### src/rtl/core/thv_pkg.sv
// ----------------------------------------------------------------------------
// thv_pkg
// shared types and constants for the tcp header validator
// ----------------------------------------------------------------------------
`default_nettype none

package thv_pkg;

  typedef enum logic [1:0] {
    PH_FIXED = 2'd0,
    PH_KIND  = 2'd1,
    PH_BODY  = 2'd2,
    PH_DONE  = 2'd3
  } phase_e;

  localparam logic [7:0] K_EOL  = 8'd0;
  localparam logic [7:0] K_NOP  = 8'd1;
  localparam logic [7:0] K_MSS  = 8'd2;
  localparam logic [7:0] K_WS   = 8'd3;
  localparam logic [7:0] K_SACK = 8'd4;
  localparam logic [7:0] K_TS   = 8'd8;

  localparam logic [3:0] ST_OK        = 4'd0;
  localparam logic [3:0] ST_SHORT     = 4'd1;
  localparam logic [3:0] ST_SRC0      = 4'd2;
  localparam logic [3:0] ST_DST0      = 4'd3;
  localparam logic [3:0] ST_ALLFLAGS  = 4'd4;
  localparam logic [3:0] ST_NOFLAGS   = 4'd5;
  localparam logic [3:0] ST_SYNFIN    = 4'd6;
  localparam logic [3:0] ST_MSS_REP   = 4'd7;
  localparam logic [3:0] ST_SACK_REP  = 4'd8;
  localparam logic [3:0] ST_TS_REP    = 4'd9;
  localparam logic [3:0] ST_TS_LEN    = 4'd10;
  localparam logic [3:0] ST_WS_REP    = 4'd11;
  localparam logic [3:0] ST_WS_LEN    = 4'd12;
  localparam logic [3:0] ST_UNKNOWN   = 4'd13;
  localparam logic [3:0] ST_TRUNC     = 4'd14;

  localparam logic CFG_TS_LEN = 1'b0;
  localparam logic CFG_WS_LEN = 1'b1;

  localparam logic [7:0] TS_LEN_RESET = 8'd10;
  localparam logic [7:0] WS_LEN_RESET = 8'd3;

  typedef struct packed {
    logic [3:0]  status;
    logic [15:0] source_port;
    logic [15:0] dest_port;
    logic [31:0] sequence_number;
    logic [31:0] ack_number;
    logic [5:0]  header_bytes;
    logic [8:0]  flag_bits;
    logic [15:0] window_size;
    logic [15:0] urgent_pointer;
    logic [15:0] mss_value;
    logic [7:0]  window_shift;
    logic [3:0]  options_seen;
  } result_t;

endpackage

`default_nettype wire

### src/rtl/core/thv_parser.sv
// ----------------------------------------------------------------------------
// thv_parser
// per-byte parser state: header capture, flag checks and option walk
// ----------------------------------------------------------------------------
`default_nettype none

module thv_parser import thv_pkg::*; (
  input  wire logic        clk_i,
  input  wire logic        rst_ni,
  input  wire logic        step_i,
  input  wire logic [7:0]  data_byte_i,
  input  wire logic        last_byte_i,
  input  wire logic [7:0]  ts_len_i,
  input  wire logic [7:0]  ws_len_i,
  output result_t          result_o
);

  logic [6:0]  pos_q, pos_d;
  phase_e      ph_q, ph_d;
  logic [3:0]  step_q, step_d;
  logic [15:0] src_q, src_d, dst_q, dst_d, win_q, win_d, urg_q, urg_d;
  logic [63:0] sa_q, sa_d;
  logic [15:0] mss_q, mss_d;
  logic [7:0]  shift_q, shift_d;
  logic [3:0]  seen_q, seen_d;
  logic        sent_q, sent_d;
  logic [7:0]  off_q, off_d, flg_q, flg_d, kind_q, kind_d;
  logic [3:0]  err_q, err_d;

  logic [5:0]  hlen;
  logic [8:0]  fl9;
  logic        more;
  logic [3:0]  st;
  logic [3:0]  bit_m;
  logic [3:0]  rep;
  logic        done;

  assign hlen = {off_q[7:4], 2'b00};
  // next kind expected when the following byte is still inside the header
  assign more = ({1'b0, pos_q} + 8'd1) < {2'b00, hlen};

  always_comb begin
    pos_d = pos_q; ph_d = ph_q; step_d = step_q;
    src_d = src_q; dst_d = dst_q; win_d = win_q; urg_d = urg_q;
    sa_d = sa_q; mss_d = mss_q; shift_d = shift_q; seen_d = seen_q;
    sent_d = sent_q; off_d = off_q; flg_d = flg_q; kind_d = kind_q;
    err_d = err_q;
    fl9 = {off_q[0], data_byte_i};
    bit_m = 4'd0; rep = ST_OK; done = 1'b0;
    case (ph_q)
      PH_FIXED: begin
        if (pos_q <= 7'd1) src_d = {src_q[7:0], data_byte_i};
        else if (pos_q <= 7'd3) begin
          dst_d = {dst_q[7:0], data_byte_i};
          // header capture goes on after a port error
          if (pos_q == 7'd3 && !sent_q) begin
            if (src_q == 16'd0) begin
              err_d = ST_SRC0; sent_d = 1'b1;
            end else if (dst_d == 16'd0) begin
              err_d = ST_DST0; sent_d = 1'b1;
            end
          end
        end else if (pos_q <= 7'd11) sa_d = {sa_q[55:0], data_byte_i};
        else if (pos_q == 7'd12) off_d = data_byte_i;
        else if (pos_q == 7'd13) begin
          flg_d = data_byte_i;
          if (!sent_q) begin
            if (fl9 == 9'h1FF) begin
              err_d = ST_ALLFLAGS; sent_d = 1'b1;
            end else if (fl9 == 9'h000) begin
              err_d = ST_NOFLAGS; sent_d = 1'b1;
            end else if (fl9[1:0] == 2'b11) begin
              err_d = ST_SYNFIN; sent_d = 1'b1;
            end
          end
        end else if (pos_q <= 7'd15) win_d = {win_q[7:0], data_byte_i};
        else if (pos_q >= 7'd18) urg_d = {urg_q[7:0], data_byte_i};
        if (pos_q == 7'd19) begin
          if (sent_q) ph_d = PH_DONE;
          else ph_d = more ? PH_KIND : PH_DONE;
        end
      end
      PH_KIND: begin
        case (data_byte_i)
          K_EOL:  ph_d = PH_DONE;
          K_NOP:  ph_d = more ? PH_KIND : PH_DONE;
          K_MSS:  begin bit_m = 4'b0001; rep = ST_MSS_REP; end
          K_SACK: begin bit_m = 4'b0010; rep = ST_SACK_REP; end
          K_TS:   begin bit_m = 4'b0100; rep = ST_TS_REP; end
          K_WS:   begin bit_m = 4'b1000; rep = ST_WS_REP; end
          default: begin
            err_d = ST_UNKNOWN; sent_d = 1'b1; ph_d = PH_DONE;
          end
        endcase
        if (bit_m != 4'd0) begin
          if ((seen_q & bit_m) != 4'd0) begin
            err_d = rep; sent_d = 1'b1; ph_d = PH_DONE;
          end else begin
            seen_d = seen_q | bit_m; kind_d = data_byte_i;
            step_d = 4'd0; ph_d = PH_BODY;
          end
        end
      end
      PH_BODY: begin
        step_d = step_q + 4'd1;
        case (kind_q)
          K_MSS: begin
            if (step_q == 4'd1) mss_d = {data_byte_i, mss_q[7:0]};
            else if (step_q == 4'd2) begin
              mss_d = {mss_q[15:8], data_byte_i}; done = 1'b1;
            end
          end
          K_SACK: done = 1'b1;
          K_TS: begin
            if (step_q == 4'd0 && data_byte_i != ts_len_i) begin
              err_d = ST_TS_LEN; sent_d = 1'b1; ph_d = PH_DONE; step_d = step_q;
            end else if (step_q >= 4'd8) done = 1'b1;
          end
          default: begin
            if (step_q == 4'd0 && data_byte_i != ws_len_i) begin
              err_d = ST_WS_LEN; sent_d = 1'b1; ph_d = PH_DONE; step_d = step_q;
            end else if (step_q == 4'd1) begin
              shift_d = data_byte_i; done = 1'b1;
            end
          end
        endcase
        if (done) ph_d = more ? PH_KIND : PH_DONE;
      end
      default: ;
    endcase
    if (pos_q != 7'd127) pos_d = pos_q + 7'd1;

    if (pos_q < 7'd19) st = ST_SHORT;
    else if (sent_d) st = err_d;
    else if (ph_d == PH_KIND || ph_d == PH_BODY) st = ST_TRUNC;
    else st = ST_OK;

    result_o.status          = st;
    result_o.source_port     = src_d;
    result_o.dest_port       = dst_d;
    result_o.sequence_number = sa_d[63:32];
    result_o.ack_number      = sa_d[31:0];
    result_o.header_bytes    = {off_d[7:4], 2'b00};
    result_o.flag_bits       = {off_d[0], flg_d};
    result_o.window_size     = win_d;
    result_o.urgent_pointer  = urg_d;
    result_o.mss_value       = mss_d;
    result_o.window_shift    = shift_d;
    result_o.options_seen    = seen_d;
  end

  always_ff @(posedge clk_i or negedge rst_ni) begin
    if (!rst_ni) begin
      pos_q <= '0; ph_q <= PH_FIXED; step_q <= '0;
      src_q <= '0; dst_q <= '0; win_q <= '0; urg_q <= '0; sa_q <= '0;
      mss_q <= '0; shift_q <= '0; seen_q <= '0; sent_q <= 1'b0;
      off_q <= '0; flg_q <= '0; kind_q <= '0; err_q <= '0;
    end else if (step_i) begin
      if (last_byte_i) begin
        pos_q <= '0; ph_q <= PH_FIXED; step_q <= '0;
        src_q <= '0; dst_q <= '0; win_q <= '0; urg_q <= '0; sa_q <= '0;
        mss_q <= '0; shift_q <= '0; seen_q <= '0; sent_q <= 1'b0;
        off_q <= '0; flg_q <= '0; kind_q <= '0; err_q <= '0;
      end else begin
        pos_q <= pos_d; ph_q <= ph_d; step_q <= step_d;
        src_q <= src_d; dst_q <= dst_d; win_q <= win_d; urg_q <= urg_d;
        sa_q <= sa_d; mss_q <= mss_d; shift_q <= shift_d; seen_q <= seen_d;
        sent_q <= sent_d; off_q <= off_d; flg_q <= flg_d; kind_q <= kind_d;
        err_q <= err_d;
      end
    end
  end

endmodule

`default_nettype wire

### src/rtl/core/tcp_header_validator_core.sv
// ----------------------------------------------------------------------------
// tcp_header_validator_core
// byte-serial tcp header and option checker, one result per segment
// ----------------------------------------------------------------------------
// the result is registered and valid in the cycle after the accepted last byte
// throughput: one byte per cycle; only a last byte stalls, and only while
// an earlier result is still held in the stalled result register
// reset: parser state cleared, option lengths return to 10 and 3
`default_nettype none

module tcp_header_validator_core import thv_pkg::*; (
  input  wire logic        clk_i,
  input  wire logic        rst_ni,
  input  wire logic        cfg_we_i,
  input  wire logic        cfg_idx_i,
  input  wire logic [7:0]  cfg_data_i,
  input  wire logic        in_valid_i,
  output logic             in_stall_o,
  input  wire logic [7:0]  data_byte_i,
  input  wire logic        last_byte_i,
  output logic             out_valid_o,
  input  wire logic        out_stall_i,
  output logic [3:0]       status_o,
  output logic [15:0]      source_port_o,
  output logic [15:0]      dest_port_o,
  output logic [31:0]      sequence_number_o,
  output logic [31:0]      ack_number_o,
  output logic [5:0]       header_bytes_o,
  output logic [8:0]       flag_bits_o,
  output logic [15:0]      window_size_o,
  output logic [15:0]      urgent_pointer_o,
  output logic [15:0]      mss_value_o,
  output logic [7:0]       window_shift_o,
  output logic [3:0]       options_seen_o
);

  logic [7:0] ts_len_q, ws_len_q;
  logic       step;
  result_t    res;
  result_t    res_q;
  logic       vld_q;

  always_ff @(posedge clk_i or negedge rst_ni) begin
    if (!rst_ni) begin
      ts_len_q <= TS_LEN_RESET;
      ws_len_q <= WS_LEN_RESET;
    end else if (cfg_we_i) begin
      if (cfg_idx_i == CFG_TS_LEN) ts_len_q <= cfg_data_i;
      else ws_len_q <= cfg_data_i;
    end
  end

  // stall only when a result is held and another would be produced
  assign in_stall_o = vld_q && out_stall_i && last_byte_i;
  assign step = in_valid_i && !in_stall_o;

  thv_parser u_parser (
    .clk_i       (clk_i),
    .rst_ni      (rst_ni),
    .step_i      (step),
    .data_byte_i (data_byte_i),
    .last_byte_i (last_byte_i),
    .ts_len_i    (ts_len_q),
    .ws_len_i    (ws_len_q),
    .result_o    (res)
  );

  always_ff @(posedge clk_i or negedge rst_ni) begin
    if (!rst_ni) begin
      vld_q <= 1'b0;
    end else if (!vld_q || !out_stall_i) begin
      vld_q <= step && last_byte_i;
    end
  end

  always_ff @(posedge clk_i) begin
    if ((!vld_q || !out_stall_i) && step && last_byte_i) res_q <= res;
  end

  assign out_valid_o       = vld_q;
  assign status_o          = res_q.status;
  assign source_port_o     = res_q.source_port;
  assign dest_port_o       = res_q.dest_port;
  assign sequence_number_o = res_q.sequence_number;
  assign ack_number_o      = res_q.ack_number;
  assign header_bytes_o    = res_q.header_bytes;
  assign flag_bits_o       = res_q.flag_bits;
  assign window_size_o     = res_q.window_size;
  assign urgent_pointer_o  = res_q.urgent_pointer;
  assign mss_value_o       = res_q.mss_value;
  assign window_shift_o    = res_q.window_shift;
  assign options_seen_o    = res_q.options_seen;

endmodule

`default_nettype wire

### config.mk
export PLATFORM = sky130hd
export DESIGN_NAME = tcp_header_validator_core
export DESIGN_NICKNAME = d
export VERILOG_FILES = /design/src/rtl/core/thv_pkg.sv /design/src/rtl/core/thv_parser.sv /design/src/rtl/core/tcp_header_validator_core.sv
export SDC_FILE = /design/constraint.sdc
export NUM_CORES = 1
export LEC_CHECK = 0
export BUFFER_PORTS_ARGS = -buffer_cell sky130_fd_sc_hd__buf_2
export CORE_ASPECT_RATIO = 0.8
export CORE_MARGIN = 3
export CORE_UTILIZATION = 28
export CTS_CLUSTER_DIAMETER = 50
export CTS_CLUSTER_SIZE = 25
export DETAILED_ROUTE_END_ITERATION = 7
export PLACE_DENSITY_LB_ADDON = 0.1
export RECOVER_POWER = 50
export SLEW_MARGIN = 20
export SYNTH_ARGS = -nofsm -noshare
export SYNTH_HDL_FRONTEND = slang
export SYNTH_SLANG_ARGS = --single-unit
### constraint.sdc
create_clock -name clk_i -period 14.7 [get_ports clk_i]
set_input_delay 0.735 -clock clk_i [delete_from_list [all_inputs] [get_ports clk_i]]
set_output_delay 0.735 -clock clk_i [all_outputs]
set_load 0.02 [all_outputs]
==> results of run 1 <==
-- power by group through the flow --
stage	Sequential, uW	Combinational, uW	Clock (uW)
2_1_floorplan	1260	193	0
3_3_place_gp	1250	328	0
3_5_place_dp	1250	327	0
4_1_cts	1230	329	1140
5_1_grt	1240	346	1170
6_report	1230	315	1100
-- worst min-delay path, cell delays in order --
cell	delay [ns]
buf_2	0.09
nand2_1	0.05
nand2_1	0.05
-- placed cells by master (no fill, tap or decap), types with 7 or more instances in the layout --
cell type	n
buf_2	20
dfrtp_1	208
and3_1	7
nand3_1	8
a21oi_1	16
o21ai_0	38
clkbuf_16	44
inv_6	9
nand2_1	49
nor4_1	9
nor3_1	9
nor2_1	22
clkinvlp_4	7
mux2_1	14
nand4_1	12
edfxtp_1	173
mux2_2	157
and2_1	8
inv_1	16
xnor2_1	19
a22o_1	166
ha_1	11
clkbuf_1	180
-- per-stage QoR --
stage,cell area [sq um],total power [uW],cells,util (%),worst slack (ns)
after CTS,19400,2700,2093,34.0,10.92
after floorplan,16300,1460,1134,-,9.48
after detailed placement,18000,1580,2013,31.5,10.35
after global routing,19100,2760,2093,33.5,5.86
after global placement,18000,1580,2013,31.5,10.33
final,19100,2650,2093,33.5,6.95
-- path summary, 6_finish.rpt --
kind                               startpoint                    to  slack [ns]  cells past startpoint
min in group asynchronous              rst_ni           ts_len_q[0]        2.47                      1
setup / recovery                  last_byte_i  urgent_pointer_o[10]        6.95                      6
hold reg to reg            u_parser.kind_q[5]    u_parser.kind_q[5]        0.49                      1
hold / removal                    out_stall_i           out_valid_o        0.38                      3
max in group asynchronous              rst_ni     u_parser.pos_q[4]        8.31                      3
setup reg to reg                  out_valid_o  urgent_pointer_o[10]        7.30                      5
-- kinds of logic (layout without fill, tap and decap cells) --
logic type | Yosys count | count (layout) | synth area share, %
flops | 385 | 385 | 64.5
fa+ha+maj | 11 | 11 | 0.845
other cells | 1 | 2 | 0.0230
xor+xnor | 21 | 21 | 1.13
compound gates | 275 | 275 | 13.4
mux | 172 | 172 | 11.9
buf+inv | 101 | 300 | 2.59
simple gates | 167 | 167 | 5.63
-- cell type report --
| cell class | instances | area share (%) |
|---|---|---|
| multi-input combinational | 648 | 28.0 |
| timing repair buffer | 203 | 4.21 |
| sequential | 385 | 54.9 |
| clock buffer | 48 | 5.94 |
| tap | 760 | 4.97 |
| inverter | 17 | 0.340 |
| clock inverter | 32 | 1.59 |
-- routing by layer --
layer | up-vias | share of wire, % | global-route usage, %
met5 | - | 0 | 0
met4 | 0 | 2.6 | 4.78
li1 | 4723 | - | -
met3 | 80 | 6.1 | 3.33
met1 | 5252 | 49 | 23.0
met2 | 336 | 42 | 21.2
==> results by group, run 1 <==
Outcome
  – Status: complete, but fails checks
  – Failing checks: capacitance limit, slew limit

Critical path
  – Worst-path cell chain: clkbuf_1 -> nand3_1 -> and2_0 -> nand2_1 -> clkinvlp_2 -> buf_4
  – Crit path max-delay family: buffers and inverters
  – Crit Path Max Fanout: 105
  – Worst path slowest cell: clkinvlp_2
  – Critical Path Start Type: primary input
  – Largest stage delay, worst path: 3.65 ns
  – Arrival @ worst endpoint: 7.91 ns
  – Buffers & Inverters on Critical Path: 3
  – CP endpoint kind: flip-flop
  – WP data required: 14.86 ns
  – Worst Setup Path Type: in2reg

Floorplanning
  – DIE WIDTH: 276 um
  – Die Span Y: 222 um
  – Core Footprint: 0.0571 sq mm
  – Num ports: 200
  – Standard-cell rows: 78
  – Initial Util: 28.5%
  – Die Area: 0.0611 sq mm

Yosys
  – Count leader, synth: dfrtp_1
  – Synth area leaders: dfrtp_1, edfxtp_1, mux2_2
  – Yosys top cell area share: 31.9%
  – Synth warnings: 0
  – Cells after Synth: 1133
  – Number of flops mapped to enable cells by yosys: 173
  – Sequential share of the synthesized area: 64.5%
  – Cell variety after synth: 69
  – Biggest area consumer among synthesized cells: dfrtp_1
  – Post-synth ARST share: 55.1%
  – Netlist Area Pre-Place: 0.0163 sq mm
  – Top cells by count, synth: dfrtp_1, edfxtp_1, mux2_2, a22o_1, clkbuf_1
  – Avg Cell Area, Syn: 14.4 sq um
  – Prevailing post-synth register cell: dfrtp_1
  – Seq cells post-synth: 385

STA
  – Worst Clk Skew: 0.0241 ns
  – Setup_tns: 0 ns
  – Slew HR: -311%
  – Final period util: 52.7%
  – Count of final max-slew check failures: 380
  – Min Tclk post-route: 7.75 ns
  – Slew @ Worst Pin: 6.16 ns
  – RSZ-0062 raised after global routing: no
  – Max Clock Freq: 0.129 GHz
  – Final Hold Fails: 0
  – Hold slack: 0.376 ns
  – Final setup fails: 0

Routing
  – Drt first pass iters: 5
  – Post-Route WL: 47200 um
  – Vias: 10400
  – Wire per inst: 22.5 um
  – DR iter-0 viols: 678
  – Final antenna-violating net count: 0
  – DRC errors left: 0
  – Drt via density: 4.96

Global route
  – Vias in the first global route: 10400
  – Antenna violations before repair: 2
  – First-pass GRT wire length: 70300 um
  – Largest net degree at the start of global routing: 106
  – Global route overflow: 0
  – Total Routing Usage GR: 15.1%

Placed design
  – Gp weighted congestion: 0.840
  – Detailed placer's ending HPWL: 28900 um
  – PortBufs: 197

Cells and area
  – Share of layout cells above drive strength 1: 20.9%
  – Multi-input gate area: 0.00537 sq mm
  – Reg area: 0.0105 sq mm
  – Area Growth Syn to Fin: 17.4%
  – Fillcell total: 5666
  – Max reg flops: 64
  – Ant diodes: 0
  – Nets: 1332
  – Biggest register: u_parser.sa_q

Clock network
  – CTS tree: done
  – Cts repair resizes: 0
  – Clock Pin Slew Worst Setup and Hold Paths: 0.06 ns
  – Worst-Skew Late Latency: 0.58 ns
  – Setup Buffers After CTS: 0
  – Sinks on Clock Net: 385
  – Cts hold-fix bufs: 0
  – Clk root buf: clkbuf_16
  – Clk buf depth: 3
  – CTS Buf Count: 43
  – CTS H-tree lvls: 2

Power
  – Clock power frac: 41.4%
  – Static Leak: 0.00783 uW
  – Sw Share: 28.7%
  – Switching power: 759 uW
  – Combinational Power Share: 11.9%
  – Internal: 1890 uW
  – Power density over the cells: 138 mW/mm^2
  – Worst vdd ir: 64.7 uV
  – Seq pwr share: 46.7%

Min path
  – Worst hold-check path type: in2reg

Flow run
  – Max Cap Viol: 5
Power figures use the tool's default switching activity.
==> run 2: changes to the inputs <==
Clock period 14.7 ns to 7.55 ns, I/O delays scaled along.
==> results by group, run 2 (synthesis results as in run 1) <==
Global route
  – First-pass GRT wire length: 71000 um
  – Vias in the first global route: 10700
  – Total Routing Usage GR: 15.2%
  – Global route overflow: 0
  – Antenna violations before repair: 1
  – Largest net degree at the start of global routing: 112

STA
  – Count of final max-slew check failures: 149
  – Hold slack: 0.0593 ns
  – Setup_tns: 0 ns
  – Max Clock Freq: 0.203 GHz
  – Slew @ Worst Pin: 2.99 ns
  – Worst Clk Skew: 0.0280 ns
  – Final Hold Fails: 0
  – Slew HR: -99.6%
  – Final setup fails: 0
  – RSZ-0062 raised after global routing: no
  – Final period util: 65.1%
  – Min Tclk post-route: 4.92 ns

Clock network
  – Clk buf depth: 3
  – Worst-Skew Late Latency: 0.58 ns
  – Clk root buf: clkbuf_16
  – Sinks on Clock Net: 385
  – Cts repair resizes: 0
  – CTS Buf Count: 46
  – CTS tree: done
  – Setup Buffers After CTS: 0
  – Clock Pin Slew Worst Setup and Hold Paths: 0.06 ns
  – Cts hold-fix bufs: 2
  – CTS H-tree lvls: 2

Critical path
  – WP data required: 8.02 ns
  – CP endpoint kind: flip-flop
  – Arrival @ worst endpoint: 5.39 ns
  – Critical Path Start Type: primary input
  – Crit Path Max Fanout: 76
  – Worst R2R Start: out_valid_o
  – Worst Setup Path Type: in2reg
  – Crit path from: out_stall_i
  – Largest stage delay, worst path: 2.07 ns
  – Worst-path cell chain: dlygate4sd3_1 -> clkbuf_1 -> nand3_1 -> nand2_1 -> clkbuf_2 -> o21ai_0 -> o31ai_1
  – Worst path slowest cell: nand2_1

Cells and area
  – Nets: 1338
  – Biggest register: u_parser.sa_q
  – Commonest non-fill, non-tap cell in the layout: dfrtp_1
  – Share of layout cells above drive strength 1: 21.5%
  – Commonest non-fill, non-tap cells in the layout: dfrtp_1, clkbuf_1, edfxtp_1, a22o_1, mux2_2
  – Max reg flops: 64
  – Ant diodes: 0
  – Area Growth Syn to Fin: 19.3%

Outcome
  – Failing checks: capacitance limit, slew limit
  – Status: complete, but fails checks

Floorplanning
  – Initial Util: 28.5%
  – Die Area: 0.0611 sq mm
  – Standard-cell rows: 78
  – Die Span Y: 222 um
  – DIE WIDTH: 276 um
  – Num ports: 200
  – Core Footprint: 0.0571 sq mm

Routing
  – Final antenna-violating net count: 0
  – Wire per inst: 22.5 um
  – Drt via density: 4.92
  – Post-Route WL: 47200 um
  – Drt first pass iters: 4
  – DRC errors left: 0
  – Vias: 10300
  – DR iter-0 viols: 685

Placed design
  – Gp weighted congestion: 0.845
  – Detailed placer's ending HPWL: 28300 um
  – PortBufs: 197

Min path
  – Worst hold-check path type: in2reg
  – Hold Crit Start: cfg_data_i[5]

Power
  – Power density over the cells: 280 mW/mm^2
  – Worst vdd ir: 140 uV
  – Static Leak: 0.00797 uW

Flow run
  – Max Cap Viol: 2
run 2: cell types whose count changed in the layout (fill, tap and decap cells not counted), sizes merged:
cell         change
bufinv           +6
clkinvlp         -2
inv              +1
dlygate4sd3      +2
buf              +2
run 2: through the flow:
| stage | instance area (sq um) | total power (uW) | std cells | setup WS [ns] | utilization (%) |
|---|---|---|---|---|---|
| after detailed placement | 18000 | 3070 | 2014 | 3.75 | 31.5 |
| after floorplan | 16300 | 2840 | 1134 | 2.58 | - |
| after CTS | 19700 | 5540 | 2102 | 3.94 | 34.5 |
| after global placement | 18000 | 3080 | 2014 | 3.90 | 31.5 |
| after global routing | 19400 | 5670 | 2102 | 2.14 | 34.0 |
| final | 19400 | 5430 | 2102 | 2.63 | 34.0 |
run 2: final cells by class:
| class | instances | area [sq um] |
|---|---|---|
| Fill cell | 5651 | 37700 |
| Sequential cell | 385 | 10500 |
| Multi-Input combinational cell | 648 | 5370 |
| Clock buffer | 49 | 1180 |
| Tap cell | 760 | 951 |
| Timing Repair Buffer | 206 | 858 |
| Clock inverter | 37 | 493 |
| Inverter | 17 | 71.3 |
run 2: per-layer routing:
layer	up-vias	global-route usage [%]	part of all wire [%]
met5	-	0	0.015
met4	2	4.00	1.9
met3	60	3.41	5.4
met2	259	21.8	43
met1	5308	22.9	50
li1	4715	-	-
run 2: worst paths after layout:
path | slack (ns) | end | cells past startpoint
max | 2.63 | u_parser.step_q[2] | 7
min | 0.06 | ts_len_q[5] | 2
max reg2reg | 2.68 | u_parser.step_q[2] | 5
min reg2reg | 0.48 | u_parser.kind_q[7] | 1
max in group asynchronous | 5.94 | u_parser.sa_q[60] | 3
min in group asynchronous | 0.49 | ts_len_q[0] | 2
run 2: worst max-delay path, delay by kind of cell:
family / cells / cell delay, ns
buf+inv: 3 / 2.28
simple gates: 2 / 2.18
compound gates: 2 / 0.42
run 2: where the power goes:
part	internal (uW)	switching, uW	leakage [uW]
Combinational	204	410	0.00260
Clock	1420	1000	0.000799
Sequential	2310	91.1	0.00457
